$ cat config.mk
export PLATFORM = sky130hd
export DESIGN_NAME = modular_exponentiation
export DESIGN_NICKNAME = d
export VERILOG_FILES = /design/src/rtl/modexp_pkg.sv /design/src/rtl/modexp_mulmod.sv /design/src/rtl/modular_exponentiation.sv
export SDC_FILE = /design/constraint.sdc
export NUM_CORES = 1
export LEC_CHECK = 0
export BUFFER_PORTS_ARGS = -buffer_cell sky130_fd_sc_hd__buf_2
export CORE_MARGIN = 5
export CORE_UTILIZATION = 42
export DETAILED_ROUTE_END_ITERATION = 12
export PLACE_DENSITY = 0.61
export SETUP_SLACK_MARGIN = 0.5
export SLEW_MARGIN = 10
export SYNTH_ARGS = -nofsm -noshare
export SYNTH_HDL_FRONTEND = slang
export SYNTH_SLANG_ARGS = --single-unit
export TNS_END_PERCENT = 100
$ cat constraint.sdc
create_clock -name clk -period 9.1 [get_ports clk]
set_input_delay 0.455 -clock clk [delete_from_list [all_inputs] [get_ports clk]]
set_output_delay 0.455 -clock clk [all_outputs]
set_load 0.01 [all_outputs]
$ cat src/rtl/modexp_pkg.sv
// Shared constants, types and microcode program for the modular exponentiation block.
package modexp_pkg;

  localparam int MOD_WIDTH = 16;
  localparam int EXP_WIDTH = 16;
  localparam int DATA_W    = 16;
  localparam int OPW       = (MOD_WIDTH > DATA_W) ? MOD_WIDTH : DATA_W;
  localparam int PROD_W    = 2 * OPW;
  localparam int CNT_W     = $clog2(PROD_W);
  localparam int CFG_IDX_W = 1;
  localparam int UC_DEPTH  = 5;
  localparam int PC_W      = $clog2(UC_DEPTH);

  localparam logic [DATA_W-1:0] EXP_MASK =
    (EXP_WIDTH >= DATA_W) ? {DATA_W{1'b1}} : DATA_W'((64'd1 << EXP_WIDTH) - 64'd1);
  localparam logic [DATA_W-1:0] MOD_MASK =
    (MOD_WIDTH >= DATA_W) ? {DATA_W{1'b1}} : DATA_W'((64'd1 << MOD_WIDTH) - 64'd1);
  localparam logic [OPW-1:0] RES_MASK =
    (MOD_WIDTH >= OPW) ? {OPW{1'b1}} : OPW'((64'd1 << MOD_WIDTH) - 64'd1);

  typedef enum logic [CFG_IDX_W-1:0] {
    REG_POWER   = 1'b0,
    REG_MODULUS = 1'b1
  } cfg_reg_t;

  typedef enum logic [1:0] {
    OP_NOP,
    OP_MULACC,
    OP_MULSQ,
    OP_EMIT
  } uc_op_t;

  typedef enum logic [1:0] {
    COND_NEVER,
    COND_ALWAYS,
    COND_E_ZERO,
    COND_E_EVEN
  } uc_cond_t;

  typedef struct packed {
    uc_op_t            op;
    uc_cond_t          cond;
    logic [PC_W-1:0]   target;
  } ucode_t;

  typedef enum logic [1:0] {
    MM_IDLE,
    MM_MUL,
    MM_RED
  } mm_state_t;

  typedef struct packed {
    logic           start;
    logic [OPW-1:0] a;
    logic [OPW-1:0] b;
    logic [OPW-1:0] m;
  } mm_req_t;

  typedef struct packed {
    logic           done;
    logic [OPW-1:0] result;
  } mm_rsp_t;

  localparam logic [PC_W-1:0] STEP_TEST = PC_W'(0);
  localparam logic [PC_W-1:0] STEP_BIT  = PC_W'(1);
  localparam logic [PC_W-1:0] STEP_MUL  = PC_W'(2);
  localparam logic [PC_W-1:0] STEP_SQR  = PC_W'(3);
  localparam logic [PC_W-1:0] STEP_EMIT = PC_W'(4);

  function automatic ucode_t ucode_word(input logic [PC_W-1:0] pc);
    ucode_t w;
    unique case (pc)
      STEP_TEST: w = '{op: OP_NOP,    cond: COND_E_ZERO, target: STEP_EMIT};
      STEP_BIT:  w = '{op: OP_NOP,    cond: COND_E_EVEN, target: STEP_SQR};
      STEP_MUL:  w = '{op: OP_MULACC, cond: COND_NEVER,  target: STEP_TEST};
      STEP_SQR:  w = '{op: OP_MULSQ,  cond: COND_ALWAYS, target: STEP_TEST};
      STEP_EMIT: w = '{op: OP_EMIT,   cond: COND_ALWAYS, target: STEP_TEST};
      default:   w = '{op: OP_EMIT,   cond: COND_ALWAYS, target: STEP_TEST};
    endcase
    return w;
  endfunction

endpackage

$ cat src/rtl/modexp_mulmod.sv
// Multiply-then-reduce unit: one product, then a radix-2 restoring remainder.
module modexp_mulmod import modexp_pkg::*; (
  input  logic    clk,
  input  logic    rst_n,
  input  mm_req_t req,
  output mm_rsp_t rsp
);

  mm_state_t        state_r, state_nxt;
  logic [OPW-1:0]   a_r, b_r, m_r;
  logic [PROD_W-1:0] prod_r;
  logic [OPW-1:0]   rem_r;
  logic [CNT_W-1:0] cnt_r;

  logic [OPW:0]     trial;
  logic             ge;
  logic [OPW-1:0]   rem_nxt;

  always_comb begin
    trial   = {rem_r, prod_r[PROD_W-1]};
    ge      = trial >= {1'b0, m_r};
    rem_nxt = ge ? OPW'(trial - {1'b0, m_r}) : trial[OPW-1:0];
  end

  always_comb begin
    state_nxt = state_r;
    unique case (state_r)
      MM_IDLE: if (req.start) begin
        state_nxt = MM_MUL;
      end
      MM_MUL:  state_nxt = MM_RED;
      MM_RED:  if (cnt_r == '0) begin
        state_nxt = MM_IDLE;
      end
      default: state_nxt = MM_IDLE;
    endcase
  end

  always_comb begin
    rsp.done   = (state_r == MM_RED) && (cnt_r == '0);
    rsp.result = rem_nxt & RES_MASK;
  end

  always_ff @(posedge clk) begin
    if (!rst_n) begin
      state_r <= MM_IDLE;
    end else begin
      state_r <= state_nxt;
    end
  end

  always_ff @(posedge clk) begin
    unique case (state_r)
      MM_IDLE: if (req.start) begin
        a_r <= req.a;
        b_r <= req.b;
        m_r <= req.m;
      end
      MM_MUL: begin
        prod_r <= PROD_W'(a_r) * PROD_W'(b_r);
        rem_r  <= '0;
        cnt_r  <= CNT_W'(PROD_W - 1);
      end
      MM_RED: begin
        prod_r <= prod_r << 1;
        rem_r  <= rem_nxt;
        cnt_r  <= cnt_r - CNT_W'(1);
      end
      default: ;
    endcase
  end

  a_start_idle: assert property (@(posedge clk) disable iff (!rst_n)
    req.start |-> state_r == MM_IDLE)
    else $error("multiply started while unit busy");

  a_mul_to_red: assert property (@(posedge clk) disable iff (!rst_n)
    state_r == MM_MUL |=> state_r == MM_RED && cnt_r == CNT_W'(PROD_W - 1))
    else $error("reduction did not start after product");

  a_res_range: assert property (@(posedge clk) disable iff (!rst_n)
    (rsp.done && m_r != '0) |-> rsp.result < m_r)
    else $error("remainder not below modulus");

endmodule

$ cat src/rtl/modular_exponentiation.sv
// Top level of the modular exponentiation block: config, microcode sequencer, datapath.
// Each base word returns base ** power mod modulus_value (1 when power is zero, unreduced),
// scanning the exponent from its least significant bit with square-and-multiply. A small
// microcode program steps the datapath; each modular multiplication goes through one shared
// multiply/reduce unit, which is launched, forms the product and then reduces it one product
// bit at a time with a restoring remainder. One item is worked at a time; the next base word
// is taken as soon as the result moves to the output register, even while that result still
// waits. A modulus of zero wraps products to their low bits. Configuration writes take effect
// at once and belong between items.
module modular_exponentiation import modexp_pkg::*; (
  input  logic                 clk,
  input  logic                 rst_n,
  input  logic                 cfg_we,
  input  logic [CFG_IDX_W-1:0] cfg_index,
  input  logic [DATA_W-1:0]    cfg_wdata,
  input  logic                 in_valid,
  output logic                 in_ready,
  input  logic [DATA_W-1:0]    in_base_value,
  output logic                 out_valid,
  input  logic                 out_ready,
  output logic [DATA_W-1:0]    out_residue
);

  logic [DATA_W-1:0] power_r, modulus_r;
  logic [OPW-1:0]    acc_r, b_r;
  logic [DATA_W-1:0] e_r;
  logic [PC_W-1:0]   pc_r, pc_nxt;
  logic              busy_r, busy_nxt;
  logic              launched_r, launched_nxt;
  logic              out_valid_r, out_valid_nxt;
  logic [DATA_W-1:0] out_residue_r;

  ucode_t  cw;
  logic    cond_hit;
  logic    step_done;
  logic    in_fire;
  mm_req_t mm_req;
  mm_rsp_t mm_rsp;

  modexp_mulmod u_mulmod (
    .clk   (clk),
    .rst_n (rst_n),
    .req   (mm_req),
    .rsp   (mm_rsp)
  );

  assign in_ready    = !busy_r;
  assign in_fire     = in_valid && in_ready;
  assign out_valid   = out_valid_r;
  assign out_residue = out_residue_r;

  always_comb begin
    cw = ucode_word(pc_r);
    unique case (cw.cond)
      COND_NEVER:  cond_hit = 1'b0;
      COND_ALWAYS: cond_hit = 1'b1;
      COND_E_ZERO: cond_hit = (e_r == '0);
      COND_E_EVEN: cond_hit = !e_r[0];
      default:     cond_hit = 1'b0;
    endcase
    unique case (cw.op)
      OP_NOP:              step_done = 1'b1;
      OP_MULACC, OP_MULSQ: step_done = mm_rsp.done;
      OP_EMIT:             step_done = !out_valid_r || out_ready;
      default:             step_done = 1'b0;
    endcase
    mm_req.start = busy_r && !launched_r && (cw.op == OP_MULACC || cw.op == OP_MULSQ);
    mm_req.a     = (cw.op == OP_MULACC) ? acc_r : b_r;
    mm_req.b     = b_r;
    mm_req.m     = OPW'(modulus_r);
  end

  always_comb begin
    pc_nxt        = pc_r;
    busy_nxt      = busy_r;
    launched_nxt  = launched_r;
    out_valid_nxt = out_valid_r && !out_ready;
    if (in_fire) begin
      pc_nxt   = STEP_TEST;
      busy_nxt = 1'b1;
    end else if (busy_r) begin
      if (mm_req.start) begin
        launched_nxt = 1'b1;
      end
      if (step_done) begin
        launched_nxt = 1'b0;
        pc_nxt       = cond_hit ? cw.target : pc_r + PC_W'(1);
        if (cw.op == OP_EMIT) begin
          busy_nxt      = 1'b0;
          out_valid_nxt = 1'b1;
        end
      end
    end
  end

  always_ff @(posedge clk) begin
    if (!rst_n) begin
      pc_r        <= STEP_TEST;
      busy_r      <= 1'b0;
      launched_r  <= 1'b0;
      out_valid_r <= 1'b0;
      power_r     <= '0;
      modulus_r   <= DATA_W'(1);
    end else begin
      pc_r        <= pc_nxt;
      busy_r      <= busy_nxt;
      launched_r  <= launched_nxt;
      out_valid_r <= out_valid_nxt;
      if (cfg_we) begin
        unique case (cfg_reg_t'(cfg_index))
          REG_POWER:   power_r   <= cfg_wdata & EXP_MASK;
          REG_MODULUS: modulus_r <= cfg_wdata & MOD_MASK;
          default:     ;
        endcase
      end
    end
  end

  always_ff @(posedge clk) begin
    if (in_fire) begin
      b_r   <= OPW'(in_base_value);
      acc_r <= OPW'(1);
      e_r   <= power_r;
    end else if (busy_r && step_done) begin
      unique case (cw.op)
        OP_MULACC: acc_r <= mm_rsp.result;
        OP_MULSQ: begin
          b_r <= mm_rsp.result;
          e_r <= e_r >> 1;
        end
        OP_EMIT:   out_residue_r <= acc_r[DATA_W-1:0];
        default:   ;
      endcase
    end
  end

  a_done_launched: assert property (@(posedge clk) disable iff (!rst_n)
    mm_rsp.done |-> launched_r)
    else $error("multiply result without a launch");

  a_accept_start: assert property (@(posedge clk) disable iff (!rst_n)
    in_fire |=> busy_r && pc_r == STEP_TEST)
    else $error("accepted word did not start program");

  a_emit_done: assert property (@(posedge clk) disable iff (!rst_n)
    (busy_r && pc_r == STEP_EMIT) |-> e_r == '0)
    else $error("result emitted before exponent exhausted");

  a_out_from_emit: assert property (@(posedge clk) disable iff (!rst_n)
    $rose(out_valid_r) |-> $past(busy_r) && !busy_r)
    else $error("output raised outside emit step");

endmodule

==> reports/results.txt <==
max-slew violation count -> 0
Core Area -> 41020 um2
Syn Inst Count -> 1755
worst vdd ir -> 0.0002094 V
Hold Fails Final Rpt -> 0
Max Cap Violations -> 0
DR top layer -> met5
Setup violations, final -> 0
Final nets -> 2137
Worst-path clk slew -> 60 ps
clock skew -> 16.64 ps
fin crit share -> 73.54%
All-Layer GR Usage -> 17.89%
Antenna diodes -> 0
FFs w/ async S/R, synth -> 0%
hold_sp -> cfg_wdata[0]
vias -> 12081
Synth Flop Type -> edfxtp_1
post-synthesis sequential area ratio -> 32.06%
Ports -> 56
relative slew slack -> 24.51%
Seq cells post-synth -> 205
drt wl/cell -> 17.29 um
Post-synth EDFFs -> 149
Die ar. -> 45740 um2
met3 wire len -> 1.770 mm
vias in the first global route -> 12665
area leader, netlist -> edfxtp_1
Rows -> 74
arrival time worst endpoint -> 7010 ps
Yosys top cell area share -> 25.63%
Layout area overhead -> 8.673%
metal2 WL -> 20.71 mm
Ys Warns -> 0
Setup CP Type -> flop to flop
DRC violations left -> 0
RSZ-0062 raised after global routing -> false
Post-DRT Antenna Nets -> 0
hold_buf cts -> 0
dpl hpwl -> 30.70 mm
die width -> 213.9 um
status -> complete, no violations
met1 WL -> 16.36 mm
clk_lat worst skew -> 560 ps
Synth Cell Area -> 17460 um2
Fmax achieved -> 0.1494 GHz
CTS Buf Count -> 24
leakage dissipation -> 8.300 nW
setup tns final -> 0 ps
final WL -> 40.14 mm
Post-Syn Area per Cell -> 9.946 um2
Worst Tran Pin Value -> 1131 ps
crit path capture type -> flop
Die Ht -> 213.9 um
initial antenna violation count -> 1
H-Tree Level Count -> 1
Pwr Density -> 242.9 nW/um2
CTS Root Cell -> clkbuf_16
reg2reg start -> u_mulmod.b_r[5]$_DFFE_PP_
crit-path max FO -> 16
Via density -> 5.203
layout cells sized above 1 -> 8.436%
main area contributors after synthesis -> edfxtp_1, fa_1, ha_1
post-CTS setup buffers -> 0
GP Congestion -> 0.8692
grt ovf -> 0
CTS tree -> yes
buffers added on ports -> 55
Synth cell types -> 71
Placed Instances -> 2278
clk buf depth -> 3
post-CTS sizing -> 0
worst hold path type -> input pin to flop
Starting DRT DRC Count -> 585
Finished Layout Cells -> 2322
first-pass GRT wire length -> 65.67 mm
startpoint types -> flop
Initial Util -> 42.56%
Final min period -> 6692 ps
syn_nets -> 2120
Setup crit start -> u_mulmod.b_r[5]$_DFFE_PP_
largest net degree at the start of global routing -> 70
DRT Pass-1 Iters -> 5
Sink Count -> 205
Worst Path Required -> 9410 ps
==> placed cells by master (no fill, tap or decap), types with 4 or more instances in the layout <==
| master | instances |
|---|---|
| ha_1 | 130 |
| o21ai_0 | 54 |
| nor3_1 | 14 |
| dfxtp_1 | 56 |
| buf_2 | 55 |
| and3_1 | 11 |
| nand2b_1 | 4 |
| nand2_1 | 308 |
| nand3_1 | 8 |
| xor2_1 | 13 |
| a21o_1 | 18 |
| a211oi_1 | 12 |
| fa_1 | 195 |
| mux2_2 | 22 |
| clkinvlp_4 | 5 |
| clkbuf_16 | 24 |
| mux2i_1 | 8 |
| o211ai_1 | 5 |
| clkbuf_1 | 5 |
| o31ai_1 | 7 |
| nand4_1 | 5 |
| inv_1 | 263 |
| a21boi_0 | 38 |
| nor2_1 | 55 |
| a31oi_1 | 5 |
| and2_1 | 124 |
| edfxtp_1 | 149 |
| a21oi_1 | 69 |
| nor4_1 | 5 |
| nor2b_1 | 11 |
| o21a_1 | 12 |
| buf_4 | 6 |
| xnor2_1 | 16 |
| or3_1 | 4 |
| nor3b_1 | 5 |
==> power by group <==
group          internal [mW]  switching [mW]  leakage [nW]
Combinational          0.989            1.42          6.11
Sequential              1.17          0.0469          1.82
Clock                  0.560           0.420         0.375
Total                   2.72            1.88          8.30
==> sequential cells by signal, indices dropped and copies added (netlist names), 16 cells and up <==
register / flops
acc_r: 16
b_r: 16
e_r: 16
modulus_r: 16
out_residue: 16
power_r: 16
u_mulmod.a_r: 16
u_mulmod.b_r: 16
u_mulmod.m_r: 16
u_mulmod.prod_r: 32
u_mulmod.rem_r: 16
==> per-layer routing <==
layer	track usage, %	up-vias
li1	-	5756
met1	22.03	6001
met2	32.28	241
met3	2.985	81
met4	5.373	2
met5	0	-
==> cell type report <==
| cell class | instances | area [um2] |
|---|---|---|
| clock buffer | 30 | 633.1 |
| clock inverter | 14 | 168.9 |
| fill | 3916 | 22050 |
| inverter | 263 | 987.2 |
| multi-input combinational | 1217 | 10600 |
| sequential | 205 | 5595 |
| tap | 532 | 665.6 |
| timing repair buffer | 61 | 320.3 |
==> critical path: stages, from the launching register on <==
cell,delay [ps]
edfxtp_1,660
and2_1,300
fa_1,500
inv_1,50
fa_1,570
fa_1,440
fa_1,490
inv_1,50
fa_1,530
inv_1,60
fa_1,560
inv_1,50
ha_1,360
and3_1,240
nand3_1,100
a2bb2oi_2,170
o41ai_2,750
a32o_1,330
o21ai_0,80
and3_1,150
==> per-stage QoR <==
step	utilization [%]	setup WS, ps	power (mW)	area [um2]	hold WS [ps]
after floorplan	-	3074	3.073	17460	408.1
after global placement	44.29	2588	3.619	18170	413.4
after detailed placement	44.29	2466	3.655	18170	416.7
after CTS	46.25	2445	4.665	18970	122.4
after global routing	46.25	2097	5.014	18970	131.4
final	46.25	2408	4.608	18970	147.9
==> Yosys cell counts, drive strengths merged, types with 6 or more instances <==
cell / n
nand2: 309
inv: 263
fa: 195
edfxtp: 149
ha: 132
and2: 124
a21oi: 69
clkbuf: 65
o21ai: 59
nor2: 58
dfxtp: 56
a21boi: 38
mux2: 22
a21o: 18
xnor2: 16
nor3: 14
a211oi: 13
xor2: 13
o21a: 12
and3: 11
nor2b: 11
a31oi: 9
mux2i: 8
nand3: 8
o31ai: 8
nand4: 7
nor4: 7
o211ai: 6
==> path summary, 6_finish.rpt <==
check / to / slack (ps) / depth (start not counted)
min: modulus_r[0]$_SDFFE_PN1P_ / 150 / 3
max reg2reg: u_mulmod.prod_r[31]$_DFFE_PP_ / 2410 / 19
max: u_mulmod.prod_r[31]$_DFFE_PP_ / 2410 / 19
min reg2reg: u_mulmod.m_r[2]$_DFFE_PP_ / 430 / 0
==> cell families after synthesis <==
kind of cell,Yosys count,share of synthesized area (%)
flip-flops,205,32.06
adder cells (fa/ha/maj),327,31.83
buffers and inverters,333,7.326
AO/OA/AOI/OAI,258,10.04
AND/OR/NAND/NOR,573,15.42
multiplexers,30,1.878
XOR/XNOR,29,1.455
Note: power is estimated with default switching activity, not from simulation.
